===== src/rtl/core/psd_pkg.sv =====
package psd_pkg;

  // Default exp2 table resolution (entries per octave)
  localparam int EXP_TABLE_ENTRIES = 64;

  // ln(2) with 32 fraction bits, seed of the exp2 table
  localparam logic [63:0] LN2_Q32 = 64'd2977044472;

  // Fifth in counts: 7 semitones of 65536/12, and its half, both rounded
  localparam logic [20:0] FIFTH_FULL = 21'd38229;
  localparam logic [20:0] FIFTH_HALF = 21'd19115;

  // Exact floor(x / 3) for x below 2^25: (x * RECIP3) >> RECIP3_SHIFT
  localparam int          QUOT_W       = 25;
  localparam logic [25:0] RECIP3       = 26'd44739243;
  localparam int          RECIP3_SHIFT = 27;

  // Output saturation limits
  localparam logic signed [20:0] PITCH_MAX = 21'sh0FFFFF;
  localparam logic signed [20:0] PITCH_MIN = 21'sh100000;

  // Per-item payload carried down the pipeline
  typedef struct packed {
    logic signed [20:0] pitch;
    logic signed [21:0] full;
    logic signed [21:0] half;
    logic [18:0]        dmag;
    logic               dneg;
    logic [5:0]         shamt;
  } voice_t;

  // e^(y / 2^32) rounded to 16 fraction bits, Taylor series through the 20th power
  function automatic logic [17:0] exp2_entry(input logic [63:0] y);
    logic [63:0] sum;
    logic [63:0] term;
    sum  = 64'h1_0000_0000;
    term = 64'h1_0000_0000;
    for (int k = 1; k <= 20; k++) begin
      term = ((term * y) >> 32) / 64'(k);
      sum  = sum + term;
    end
    return 18'((sum + 64'd32768) >> 16);
  endfunction

endpackage


===== src/rtl/core/psd_front.sv =====
module psd_front #(
  parameter int ENTRIES = psd_pkg::EXP_TABLE_ENTRIES,
  localparam int AW = $clog2(ENTRIES + 1)
) (
  input  logic                clk,
  input  logic                rst_n,
  input  logic                in_valid,
  output logic                in_ready,
  input  logic signed [20:0]  in_pitch,
  input  logic signed [18:0]  in_spread,
  input  logic signed [18:0]  in_detune,
  input  logic                in_fifths,
  output logic                out_valid,
  input  logic                out_ready,
  output psd_pkg::voice_t     out_voice,
  output logic [AW-1:0]       out_idx,
  output logic [15:0]         out_rem
);
  import psd_pkg::*;

  localparam logic [AW-1:0] ENTRIES_C = AW'(ENTRIES);

  logic                 v_r;
  voice_t               voice_r, voice_nxt;
  logic [AW-1:0]        idx_r;
  logic [15:0]          rem_r;
  logic [18:0]          smag;
  logic [21:0]          scaled;
  logic [21:0]          lsum;
  logic [5:0]           lmag;
  logic [20:0]          fmag;
  logic [20:0]          hmag;
  logic signed [21:0]   npitch;
  logic [16+AW-1:0]     pos;

  assign in_ready = !v_r || out_ready;

  // Round spread to steps, map steps to offsets, split -pitch into octave and fraction
  always_comb begin
    smag   = in_spread[18] ? 19'(-in_spread) : 19'(in_spread);
    scaled = in_fifths ? {smag, 3'b000} : {1'b0, smag, 2'b00};
    lsum   = scaled + 22'd32768;
    lmag   = lsum[21:16];
    if (in_fifths) begin
      fmag = {lmag[5:1], 16'h0000} + (lmag[0] ? FIFTH_FULL : 21'd0);
      hmag = {1'b0, lmag[5:1], 15'h0000} + (lmag[0] ? FIFTH_HALF : 21'd0);
    end else begin
      fmag = {lmag[4:0], 16'h0000};
      hmag = {1'b0, lmag[4:0], 15'h0000};
    end
    voice_nxt.pitch = in_pitch;
    voice_nxt.full  = in_spread[18] ? -$signed({1'b0, fmag}) : $signed({1'b0, fmag});
    voice_nxt.half  = in_spread[18] ? -$signed({1'b0, hmag}) : $signed({1'b0, hmag});
    voice_nxt.dmag  = in_detune[18] ? 19'(-in_detune) : 19'(in_detune);
    voice_nxt.dneg  = in_detune[18];
    npitch          = -$signed({in_pitch[20], in_pitch});
    voice_nxt.shamt = npitch[21:16] + 6'd16;
    pos             = npitch[15:0] * ENTRIES_C;
  end

  // Stage valid
  always_ff @(posedge clk) begin
    if (!rst_n) begin
      v_r <= 1'b0;
    end else if (in_ready) begin
      v_r <= in_valid;
    end
  end

  // Stage payload
  always_ff @(posedge clk) begin
    if (in_ready) begin
      voice_r <= voice_nxt;
      idx_r   <= pos[16 +: AW];
      rem_r   <= pos[15:0];
    end
  end

  assign out_valid = v_r;
  assign out_voice = voice_r;
  assign out_idx   = idx_r;
  assign out_rem   = rem_r;

endmodule


===== src/rtl/core/psd_exp.sv =====
module psd_exp #(
  parameter int ENTRIES = psd_pkg::EXP_TABLE_ENTRIES,
  localparam int AW = $clog2(ENTRIES + 1)
) (
  input  logic             clk,
  input  logic             rst_n,
  input  logic             in_valid,
  output logic             in_ready,
  input  psd_pkg::voice_t  in_voice,
  input  logic [AW-1:0]    in_idx,
  input  logic [15:0]      in_rem,
  output logic             out_valid,
  input  logic             out_ready,
  output psd_pkg::voice_t  out_voice,
  output logic [17:0]      out_mant
);
  import psd_pkg::*;

  logic [17:0]   exp_tab [0:ENTRIES];
  logic [AW-1:0] idx_up;
  logic          v2_r, v3_r;
  logic          rdy2, rdy3;
  voice_t        voice2_r, voice3_r;
  logic [17:0]   lo_r, hi_r;
  logic [15:0]   rem2_r;
  logic [17:0]   diff;
  logic [33:0]   interp;
  logic [17:0]   mant_nxt;
  logic [17:0]   mant_r;

  // Constant exp2 table over one octave, ends pinned to 1.0 and 2.0
  for (genvar j = 0; j <= ENTRIES; j++) begin : g_tab
    localparam logic [63:0] Y =
      (64'(j) * LN2_Q32 + 64'(ENTRIES / 2)) / 64'(ENTRIES);
    if (j == 0) begin : g_lo
      assign exp_tab[j] = 18'd65536;
    end else if (j == ENTRIES) begin : g_hi
      assign exp_tab[j] = 18'd131072;
    end else begin : g_mid
      assign exp_tab[j] = exp2_entry(Y);
    end
  end

  assign idx_up   = AW'(in_idx + AW'(1));
  assign rdy3     = !v3_r || out_ready;
  assign rdy2     = !v2_r || rdy3;
  assign in_ready = rdy2;

  // Linear interpolation between neighboring entries
  always_comb begin
    diff     = hi_r - lo_r;
    interp   = diff * rem2_r + 34'd32768;
    mant_nxt = lo_r + interp[33:16];
  end

  // Advance valids
  always_ff @(posedge clk) begin
    if (!rst_n) begin
      v2_r <= 1'b0;
      v3_r <= 1'b0;
    end else begin
      if (rdy2) v2_r <= in_valid;
      if (rdy3) v3_r <= v2_r;
    end
  end

  // Table read, then mantissa
  always_ff @(posedge clk) begin
    if (rdy2) begin
      voice2_r <= in_voice;
      lo_r     <= exp_tab[in_idx];
      hi_r     <= exp_tab[idx_up];
      rem2_r   <= in_rem;
    end
    if (rdy3) begin
      voice3_r <= voice2_r;
      mant_r   <= mant_nxt;
    end
  end

  assign out_valid = v3_r;
  assign out_voice = voice3_r;
  assign out_mant  = mant_r;

endmodule


===== src/rtl/core/psd_detune.sv =====
module psd_detune (
  input  logic             clk,
  input  logic             rst_n,
  input  logic             in_valid,
  output logic             in_ready,
  input  psd_pkg::voice_t  in_voice,
  input  logic [17:0]      in_mant,
  output logic             out_valid,
  input  logic             out_ready,
  output psd_pkg::voice_t  out_voice,
  output logic [23:0]      out_det
);
  import psd_pkg::*;

  logic                v4_r, v5_r, v6_r;
  logic                rdy4, rdy5, rdy6;
  voice_t              voice4_r, voice5_r, voice6_r;
  logic [36:0]         prod_r;
  logic [68:0]         shifted;
  logic [36:0]         hi_r;
  logic                rb_r;
  logic [37:0]         q1;
  logic [QUOT_W-1:0]   qc;
  logic [50:0]         quot;
  logic [23:0]         det_r;

  assign rdy6     = !v6_r || out_ready;
  assign rdy5     = !v5_r || rdy6;
  assign rdy4     = !v4_r || rdy5;
  assign in_ready = rdy4;

  // Scale by 2^(octaves + 16); bit 31 carries the rounding half
  assign shifted = {32'd0, prod_r} << voice4_r.shamt;

  // Round, clamp far beyond saturation, divide by three
  always_comb begin
    q1   = {1'b0, hi_r} + 38'd1 + {37'd0, rb_r};
    qc   = (q1[37:QUOT_W] != '0) ? '1 : q1[QUOT_W-1:0];
    quot = qc * RECIP3;
  end

  // Advance valids
  always_ff @(posedge clk) begin
    if (!rst_n) begin
      v4_r <= 1'b0;
      v5_r <= 1'b0;
      v6_r <= 1'b0;
    end else begin
      if (rdy4) v4_r <= in_valid;
      if (rdy5) v5_r <= v4_r;
      if (rdy6) v6_r <= v5_r;
    end
  end

  // Multiply, shift, divide
  always_ff @(posedge clk) begin
    if (rdy4) begin
      voice4_r <= in_voice;
      prod_r   <= in_voice.dmag * in_mant;
    end
    if (rdy5) begin
      voice5_r <= voice4_r;
      hi_r     <= shifted[68:32];
      rb_r     <= shifted[31];
    end
    if (rdy6) begin
      voice6_r <= voice5_r;
      det_r    <= quot[RECIP3_SHIFT +: 24];
    end
  end

  assign out_valid = v6_r;
  assign out_voice = voice6_r;
  assign out_det   = det_r;

endmodule


===== src/rtl/core/psd_mix.sv =====
module psd_mix (
  input  logic               clk,
  input  logic               rst_n,
  input  logic               in_valid,
  output logic               in_ready,
  input  psd_pkg::voice_t    in_voice,
  input  logic [23:0]        in_det,
  output logic               out_valid,
  input  logic               out_ready,
  output logic signed [20:0] out_first,
  output logic signed [20:0] out_middle,
  output logic signed [20:0] out_top
);
  import psd_pkg::*;

  logic               v_r;
  logic signed [24:0] dsig;
  logic signed [26:0] mid_sum, top_sum;
  logic signed [20:0] first_r, middle_r, top_r;

  function automatic logic signed [20:0] sat21(input logic signed [26:0] v);
    if (v > 27'(PITCH_MAX)) return PITCH_MAX;
    if (v < 27'(PITCH_MIN)) return PITCH_MIN;
    return v[20:0];
  endfunction

  assign in_ready = !v_r || out_ready;

  // Apply detune with sign, add offsets
  always_comb begin
    dsig    = in_voice.dneg ? -$signed({1'b0, in_det}) : $signed({1'b0, in_det});
    mid_sum = 27'($signed(in_voice.pitch)) + 27'($signed(in_voice.half)) + 27'(dsig);
    top_sum = 27'($signed(in_voice.pitch)) + 27'($signed(in_voice.full)) - 27'(dsig);
  end

  // Output valid
  always_ff @(posedge clk) begin
    if (!rst_n) begin
      v_r <= 1'b0;
    end else if (in_ready) begin
      v_r <= in_valid;
    end
  end

  // Output register
  always_ff @(posedge clk) begin
    if (in_ready) begin
      first_r  <= in_voice.pitch;
      middle_r <= sat21(mid_sum);
      top_r    <= sat21(top_sum);
    end
  end

  assign out_valid  = v_r;
  assign out_first  = first_r;
  assign out_middle = middle_r;
  assign out_top    = top_r;

endmodule


===== src/rtl/core/pitch_spread_detune_unit.sv =====
// Three-voice pitch spreader with exp2-scaled detune.
// Pipeline: one register per stage from input beat to result beat.
// Throughput: one beat per cycle; each stage holds its beat only while the
// next stage is full and stalled, so bubbles close up under backpressure.
// Reset: rst_n low clears every stage valid; no beat is in flight afterward.
module pitch_spread_detune_unit #(
  parameter int EXP_TABLE_ENTRIES = psd_pkg::EXP_TABLE_ENTRIES
) (
  input  logic        clk,
  input  logic        rst_n,
  input  logic        in_tvalid,
  output logic        in_tready,
  input  logic [63:0] in_tdata,   // pitch_in[20:0], spread_amount[39:21], detune_amount[58:40]
  input  logic [0:0]  in_tuser,   // fifths_on[0]
  output logic        out_tvalid,
  input  logic        out_tready,
  output logic [63:0] out_tdata   // pitch_first[20:0], pitch_middle[41:21], pitch_top[62:42]
);
  import psd_pkg::*;

  localparam int AW = $clog2(EXP_TABLE_ENTRIES + 1);

  logic               f_valid, f_ready;
  voice_t             f_voice;
  logic [AW-1:0]      f_idx;
  logic [15:0]        f_rem;
  logic               e_valid, e_ready;
  voice_t             e_voice;
  logic [17:0]        e_mant;
  logic               d_valid, d_ready;
  voice_t             d_voice;
  logic [23:0]        d_det;
  logic signed [20:0] pitch_first, pitch_middle, pitch_top;

  // Stage 1: decode spread, split pitch
  psd_front #(.ENTRIES(EXP_TABLE_ENTRIES)) u_front (
    .clk       (clk),
    .rst_n     (rst_n),
    .in_valid  (in_tvalid),
    .in_ready  (in_tready),
    .in_pitch  ($signed(in_tdata[20:0])),
    .in_spread ($signed(in_tdata[39:21])),
    .in_detune ($signed(in_tdata[58:40])),
    .in_fifths (in_tuser[0]),
    .out_valid (f_valid),
    .out_ready (f_ready),
    .out_voice (f_voice),
    .out_idx   (f_idx),
    .out_rem   (f_rem)
  );

  // Stages 2-3: exp2 table and interpolation
  psd_exp #(.ENTRIES(EXP_TABLE_ENTRIES)) u_exp (
    .clk       (clk),
    .rst_n     (rst_n),
    .in_valid  (f_valid),
    .in_ready  (f_ready),
    .in_voice  (f_voice),
    .in_idx    (f_idx),
    .in_rem    (f_rem),
    .out_valid (e_valid),
    .out_ready (e_ready),
    .out_voice (e_voice),
    .out_mant  (e_mant)
  );

  // Stages 4-6: detune magnitude
  psd_detune u_detune (
    .clk       (clk),
    .rst_n     (rst_n),
    .in_valid  (e_valid),
    .in_ready  (e_ready),
    .in_voice  (e_voice),
    .in_mant   (e_mant),
    .out_valid (d_valid),
    .out_ready (d_ready),
    .out_voice (d_voice),
    .out_det   (d_det)
  );

  // Stage 7: sum and saturate into the output register
  psd_mix u_mix (
    .clk        (clk),
    .rst_n      (rst_n),
    .in_valid   (d_valid),
    .in_ready   (d_ready),
    .in_voice   (d_voice),
    .in_det     (d_det),
    .out_valid  (out_tvalid),
    .out_ready  (out_tready),
    .out_first  (pitch_first),
    .out_middle (pitch_middle),
    .out_top    (pitch_top)
  );

  assign out_tdata = {1'b0, pitch_top, pitch_middle, pitch_first};

endmodule


===== config.mk =====
export PLATFORM = sky130hd
export DESIGN_NAME = pitch_spread_detune_unit
export DESIGN_NICKNAME = d
export VERILOG_FILES = /design/src/rtl/core/psd_pkg.sv /design/src/rtl/core/psd_front.sv /design/src/rtl/core/psd_exp.sv /design/src/rtl/core/psd_detune.sv /design/src/rtl/core/psd_mix.sv /design/src/rtl/core/pitch_spread_detune_unit.sv
export SDC_FILE = /design/constraint.sdc
export NUM_CORES = 2
export LEC_CHECK = 0
export ABC_AREA = 0
export BUFFER_PORTS_ARGS = -buffer_cell sky130_fd_sc_hd__buf_2
export CAP_MARGIN = 10
export CORE_ASPECT_RATIO = 0.5
export CORE_MARGIN = 2
export CORE_UTILIZATION = 28
export CTS_CLUSTER_SIZE = 20
export DETAILED_ROUTE_END_ITERATION = 10
export SLEW_MARGIN = 10
export SYNTH_ARGS = -nofsm -noshare
export SYNTH_HDL_FRONTEND = slang
export SYNTH_HIERARCHICAL = 1
export SYNTH_SLANG_ARGS = --single-unit

===== constraint.sdc =====
create_clock -name clk -period 13.7 [get_ports clk]
set_input_delay 2.055 -clock clk [delete_from_list [all_inputs] [get_ports clk]]
set_output_delay 2.055 -clock clk [all_outputs]
set_load 0.005 [all_outputs]

=== Word level (Yosys, flattened, before mapping) ===
Memories as Yosys holds them, arrays and structs flattened. A register that Yosys moved wholly into a read port is not among the register bits.
Index checks and enable logic that the tools add are counted.

* Reductions and logical operators: 15
* Shift-type cells: 1
* Bitwise logic cells: 2
* Mux-type cells: 29
* Magnitude comparators: 4
* Add/sub/neg operators: 20
* Multiply operators: 3

{| class="wikitable"
|+ Operators with widths
! kind !! count
|-
| 2-to-1 mux 21 bit || 12
|-
| << shifter 37 x 6 -> 69 bit || 1
|-
| negation 21 -> 22 bit || 3
|-
| > comparator 27 x 21 -> 1 bit (second input constant) || 2
|-
| < comparator 27 x 21 -> 1 bit (second input constant) || 2
|-
| multiplier 25 x 26 -> 51 bit (second input constant) || 1
|-
| 2-to-1 mux 25 bit || 2
|-
| adder 21 x 22 -> 23 bit || 2
|-
| adder 37 x 1 -> 38 bit (second input constant) || 1
|-
| adder 38 x 1 -> 38 bit || 1
|-
| negation 19 bit || 2
|-
| multiplier 19 x 18 -> 37 bit || 1
|-
| adder 34 x 16 -> 34 bit (second input constant) || 1
|-
| multiplier 18 x 10 -> 28 bit || 1
|-
| adder 23 x 25 -> 26 bit || 1
|-
| subtractor 23 x 25 -> 26 bit || 1
|-
| negation 24 -> 25 bit || 1
|-
| adder 22 x 16 -> 22 bit (second input constant) || 1
|-
| 2-to-1 mux 22 bit || 1
|-
| adder 20 x 21 -> 21 bit || 1
|-
| adder 21 bit || 1
|-
| 2-to-1 mux 19 bit || 1
|-
| adder 18 bit || 1
|-
| 2-to-1 mux 18 bit || 1
|-
| 11 further kinds || 32
|}

* Memories kept: 2
* Input port bits: 69
* Register bits: 690
* Bits in read-only memories: 4,608
* Output and inout bits: 66

{| class="wikitable"
|+ Memories
! memory !! words !! bits a word !! read ports !! clocked after memory_dff !! wr ports !! RTL line !! source
|-
| (name not given) || 128 || 18 || 1 || 1 || 0 || psd_exp.sv:71 || <nowiki>lo_r <= exp_tab[in_idx];</nowiki>
|-
| (name not given) || 128 || 18 || 1 || 1 || 0 || psd_exp.sv:72 || <nowiki>hi_r <= exp_tab[idx_up];</nowiki>
|}

=== Longest topological paths before layout ===
* Word-level depth: 10
* Mapped depth: 43
* Mapped depth without buffers: 41

=== Cells and area by module ===
The synthesis kept the hierarchy.

{| class="wikitable"
|+ By module, submodules not included
! module !! area an instance (µm²) !! cells each !! times used !! sequential area each (µm²)
|-
| psd_detune || 33,572.2 || 2,963 || 1 || 11,230.8
|-
| psd_exp || 22,003.6 || 2,115 || 1 || 7,607.3
|-
| psd_mix || 6,667.6 || 702 || 1 || 1,911.8
|-
| psd_front || 4,045.1 || 352 || 1 || 2,212.1
|-
| pitch_spread_detune_unit || 11.3 || 2 || 1 || 0.0
|}

=== Least setup slack after synthesis ===
Ideal clock, no wire load.

* Kind: input to output
* From: input port out_tready
* To: output port in_tready
* Required time: 11.645 ns
* Stages: 6
* Arrival: 12.657 ns
* Setup slack: -1.012 ns
* Cells stage by stage: nand2b_1 > nor2b_1 > nand3_1 > nor2b_1 > nand2_1 > nand2b_1

* Cells in the longest elaborated chain, start to end: 7

{| class="wikitable"
|+ RTL lines
! element !! RTL line !! source
|-
| start: declaration || pitch_spread_detune_unit.sv:16 || <nowiki>input logic out_tready,</nowiki>
|-
| logical OR 1 bit || psd_mix.sv:27 || <nowiki>assign in_ready = !v_r || out_ready;</nowiki>
|-
| logical OR 1 bit || psd_detune.sv:27 || <nowiki>assign rdy6 = !v6_r || out_ready;</nowiki>
|-
| logical OR 1 bit || psd_detune.sv:28 || <nowiki>assign rdy5 = !v5_r || rdy6;</nowiki>
|-
| logical OR 1 bit || psd_detune.sv:29 || <nowiki>assign rdy4 = !v4_r || rdy5;</nowiki>
|-
| net e_ready || pitch_spread_detune_unit.sv:27 || <nowiki>logic e_valid, e_ready;</nowiki>
|-
| logical OR 1 bit || psd_exp.sv:45 || <nowiki>assign rdy3 = !v3_r || out_ready;</nowiki>
|-
| logical OR 1 bit || psd_exp.sv:46 || <nowiki>assign rdy2 = !v2_r || rdy3;</nowiki>
|-
| net f_ready || pitch_spread_detune_unit.sv:23 || <nowiki>logic f_valid, f_ready;</nowiki>
|-
| logical OR 1 bit || psd_front.sv:36 || <nowiki>assign in_ready = !v_r || out_ready;</nowiki>
|-
| end: declaration || pitch_spread_detune_unit.sv:12 || <nowiki>output logic in_tready,</nowiki>
|}

The timed path passes the listed nets, and every way through them passes these cells.

=== Worst setup path in the final report ===
* From: register u_detune.rb_r
* To: register u_detune.det_r[20], in the netlist u_detune/out_det[20], data pin

* Cells in the longest elaborated chain, start to end: 4

{| class="wikitable"
|+ RTL lines
! element !! RTL line !! source
|-
| start: declaration || psd_detune.sv:21 || <nowiki>logic rb_r;</nowiki>
|-
| start signal: assignment || psd_detune.sv:64 || <nowiki>rb_r <= shifted[31];</nowiki>
|-
| adder 38 x 1 -> 38 bit * || psd_detune.sv:37 || <nowiki>q1 = {1'b0, hi_r} + 38'd1 + {37'd0, rb_r};</nowiki>
|-
| nonzero test 13 bit || psd_detune.sv:38 || <nowiki>qc = (q1[37:QUOT_W] != '0) ? '1 : q1[QUOT_W-1:0];</nowiki>
|-
| 2-to-1 mux 25 bit * || psd_detune.sv:38 ||
|-
| multiplier 25 x 26 -> 51 bit * || psd_detune.sv:39 || <nowiki>quot = qc * RECIP3;</nowiki>
|-
| net u_detune.quot[47] || psd_detune.sv:24 || <nowiki>logic [50:0] quot;</nowiki>
|-
| end signal: assignment || psd_detune.sv:68 || <nowiki>det_r <= quot[RECIP3_SHIFT +: 24];</nowiki>
|-
| end: declaration || psd_detune.sv:25 || <nowiki>logic [23:0] det_r;</nowiki>
|}

The timed path passes the listed nets; every way through them passes the cells marked *.
A chain may end at the register's enable or synchronous reset.

==> run summary <==
TIMING
----------------------------------------------------------------------------------------
Highest Clock Rate                                                              92.1 MHz
Skew final                                                                     0.0524 ns
Max-Slew Margin vs Limit                                                           21.8%
Number of failing setup endpoints in the final timing report                           0
Fin. Hold Viols                                                                        0
Portion of the clock cycle consumed by the worst path in the final layout          79.3%
Aggregate negative setup slack                                                      0 ns
Worst-margin pin slew                                                            1.17 ns
Setup repair after global routing missed its margin                                false
Clock period minus worst slack                                                  10.86 ns
Count of final max-slew check failures                                                 0

SETUP PATH
----------------------------------------------------------------------------------------
Data required time at the worst endpoint                                        14.21 ns
Critical path launch point type                                                flip-flop
Worst Path Arrival                                                              11.37 ns
Capturing element type of the critical path                                    flip-flop
Crit Path Max Fanout                                                                  28
Critical Setup Path Class                                                        reg2reg
Setup slack of the worst register-to-register path                               2.84 ns
Cell repeated most along the worst path                                     sky130_fd_sc_hd__inv_1
Critical-path cell with the highest stage delay                             sky130_fd_sc_hd__nor4_1
Critical path's largest stage delay                                              0.78 ns

LOGIC SYNTHESIS
----------------------------------------------------------------------------------------
Average cell area after synthesis                                               10.6 µm²
Number of warnings issued by yosys                                                     6
Post-Synthesis Cell Area                                                      0.0642 mm²
Synth Instances                                                                     6065

FINISH
----------------------------------------------------------------------------------------
Commonest cells after routing, fill and taps aside                          sky130_fd_sc_hd__inv_1 (1037), sky130_fd_sc_hd__fa_1 (712), sky130_fd_sc_hd__edfxtp_1 (691)
Final net count                                                                     7353
Most frequent standard cell in the layout excluding fill and tap cells      sky130_fd_sc_hd__inv_1
Fraction of layout cells with a size suffix above 1                                7.05%
Relative area change from synthesis to final layout                                9.63%

FLOORPLAN
----------------------------------------------------------------------------------------
Core area                                                                      0.228 mm²
Top-level port count                                                                 135
Total number of placement rows                                                       124
Die Footprint                                                                  0.233 mm²
DIE HEIGHT                                                                        343 µm
Overall die width                                                                 681 µm
Effective utilization at floorplan                                                 28.1%

CLOCK TREE
----------------------------------------------------------------------------------------
Level count of the clock H-tree                                                        3
Clock sink count                                                                     698
Gates resized, CTS repair                                                              0
Number of buffers on the longest clock path                                            3
Number of CTS-inserted buffers                                                        75
Root buf cell                                                               sky130_fd_sc_hd__clkbuf_16
CTS tree                                                                           built
Post-cts hold buffer count                                                             0
Clock latency reported for the late side of the worst-skew pair                  0.67 ns
Clock transition at the registers of the reported paths                          0.07 ns
Setup fix buffers added after clock tree synthesis                                     0

DETAILED ROUTING
----------------------------------------------------------------------------------------
Drt first pass iters                                                                   5
Count of unresolved DRC violations after routing                                       0
Via density                                                                         4.65
Detailed Route Iter0 Violations                                                     2750
Routed length per placed instance                                                16.5 µm
Total Wirelength                                                               151000 µm
Number of nets with antenna violations after detailed routing                          0
Via count of the routed design                                                     42700

OUTCOME
----------------------------------------------------------------------------------------
Outcome                                                                     finished, final reports clean

HOLD PATH
----------------------------------------------------------------------------------------
Hold WC Path Type                                                                reg2reg

PLACED DESIGN
----------------------------------------------------------------------------------------
Placed wire-length estimate after detailed placement                           115000 µm
GP Congestion                                                                      0.907
Port Buf Inserts                                                                     128

GRT
----------------------------------------------------------------------------------------
Antenna violations before repair                                                       5
Vias in the first global route                                                     43700
Global route total overflow                                                            0
First-pass GRT wire length                                                     242000 µm
Total track usage                                                                  13.0%
Largest net degree at the start of global routing                                     70

RUN
----------------------------------------------------------------------------------------
Max-capacitance violation count                                                        0

==> per-layer routing <==
layer  track usage [%]  part of all wire [%]  vias to the layer above  wire [µm]
met2              22.4                    49                     1107      73300
met5                 0                     0                        -          0
met4              3.26                   2.2                        0       3370
met3              1.59                   4.9                      192       7390
li1                  -                     -                    20100          -
met1              17.4                    44                    21300      66800
==> path summary, 6_finish.rpt <==
| check | from | endpoint | cells after the start |
|---|---|---|---|
| worst max-delay path | u_detune/rb_r | u_detune/out_det[20] | 37 |
| worst min register to register | u_exp/voice2_r[3] | u_exp/out_voice[3] | 0 |
| worst min-delay path | u_exp/voice2_r[3] | u_exp/out_voice[3] | 0 |
| worst max register to register | u_detune/rb_r | u_detune/out_det[20] | 37 |
==> final cells by class <==
type | instances | area (µm²)
tap | 3087 | 3860
inverter | 1043 | 3920
clock inverter | 49 | 546
antenna | 1 | 2.50
multi-input combinational | 4028 | 38200
sequential | 698 | 20900
clock buffer | 83 | 1910
fill | 23300 | 158000
timing repair buffer | 184 | 1060
==> worst max-delay path: cells and delay by family (launching register included) <==
family	cells	cell delay (ns)
adder cells (fa/ha/maj)	10	4.50
buffers and inverters	9	0.92
AO/OA/AOI/OAI	9	2.21
AND/OR/NAND/NOR	9	2.69
flip-flops	1	0.33
==> stage by stage <==
step	utilization [%]	hold slack (ns)	setup slack, ns	instance area [µm²]	std cells
after floorplan	-	0.400	0.902	64300	6071
after global placement	29.8	0.400	3.08	68000	9040
after detailed placement	29.8	0.405	2.96	68000	9040
after CTS	30.9	0.379	2.91	70400	9172
after global routing	30.9	0.391	2.18	70400	9173
final	30.9	0.387	2.84	70400	9173
==> flip-flops by register name, summed over array words and instances, names as in the netlist, 6 cells and up <==
register / count
u_mix/out_first: 21
u_detune/out_voice: 66
u_detune/prod_r: 37
u_exp/hi_r: 18
u_front/out_voice: 58
u_exp/lo_r: 18
u_mix/out_middle: 21
u_exp/rem2_r: 16
u_front/out_idx: 6
u_detune/voice5_r: 66
u_detune/hi_r: 37
u_exp/out_mant: 18
u_mix/out_top: 21
u_exp/voice2_r: 91
u_detune/voice4_r: 72
u_detune/out_det: 24
u_front/out_rem: 9
u_exp/out_voice: 91
Power is not shown: default switching activity piles up to over one toggle a cycle in this logic, so the estimate is an artifact.
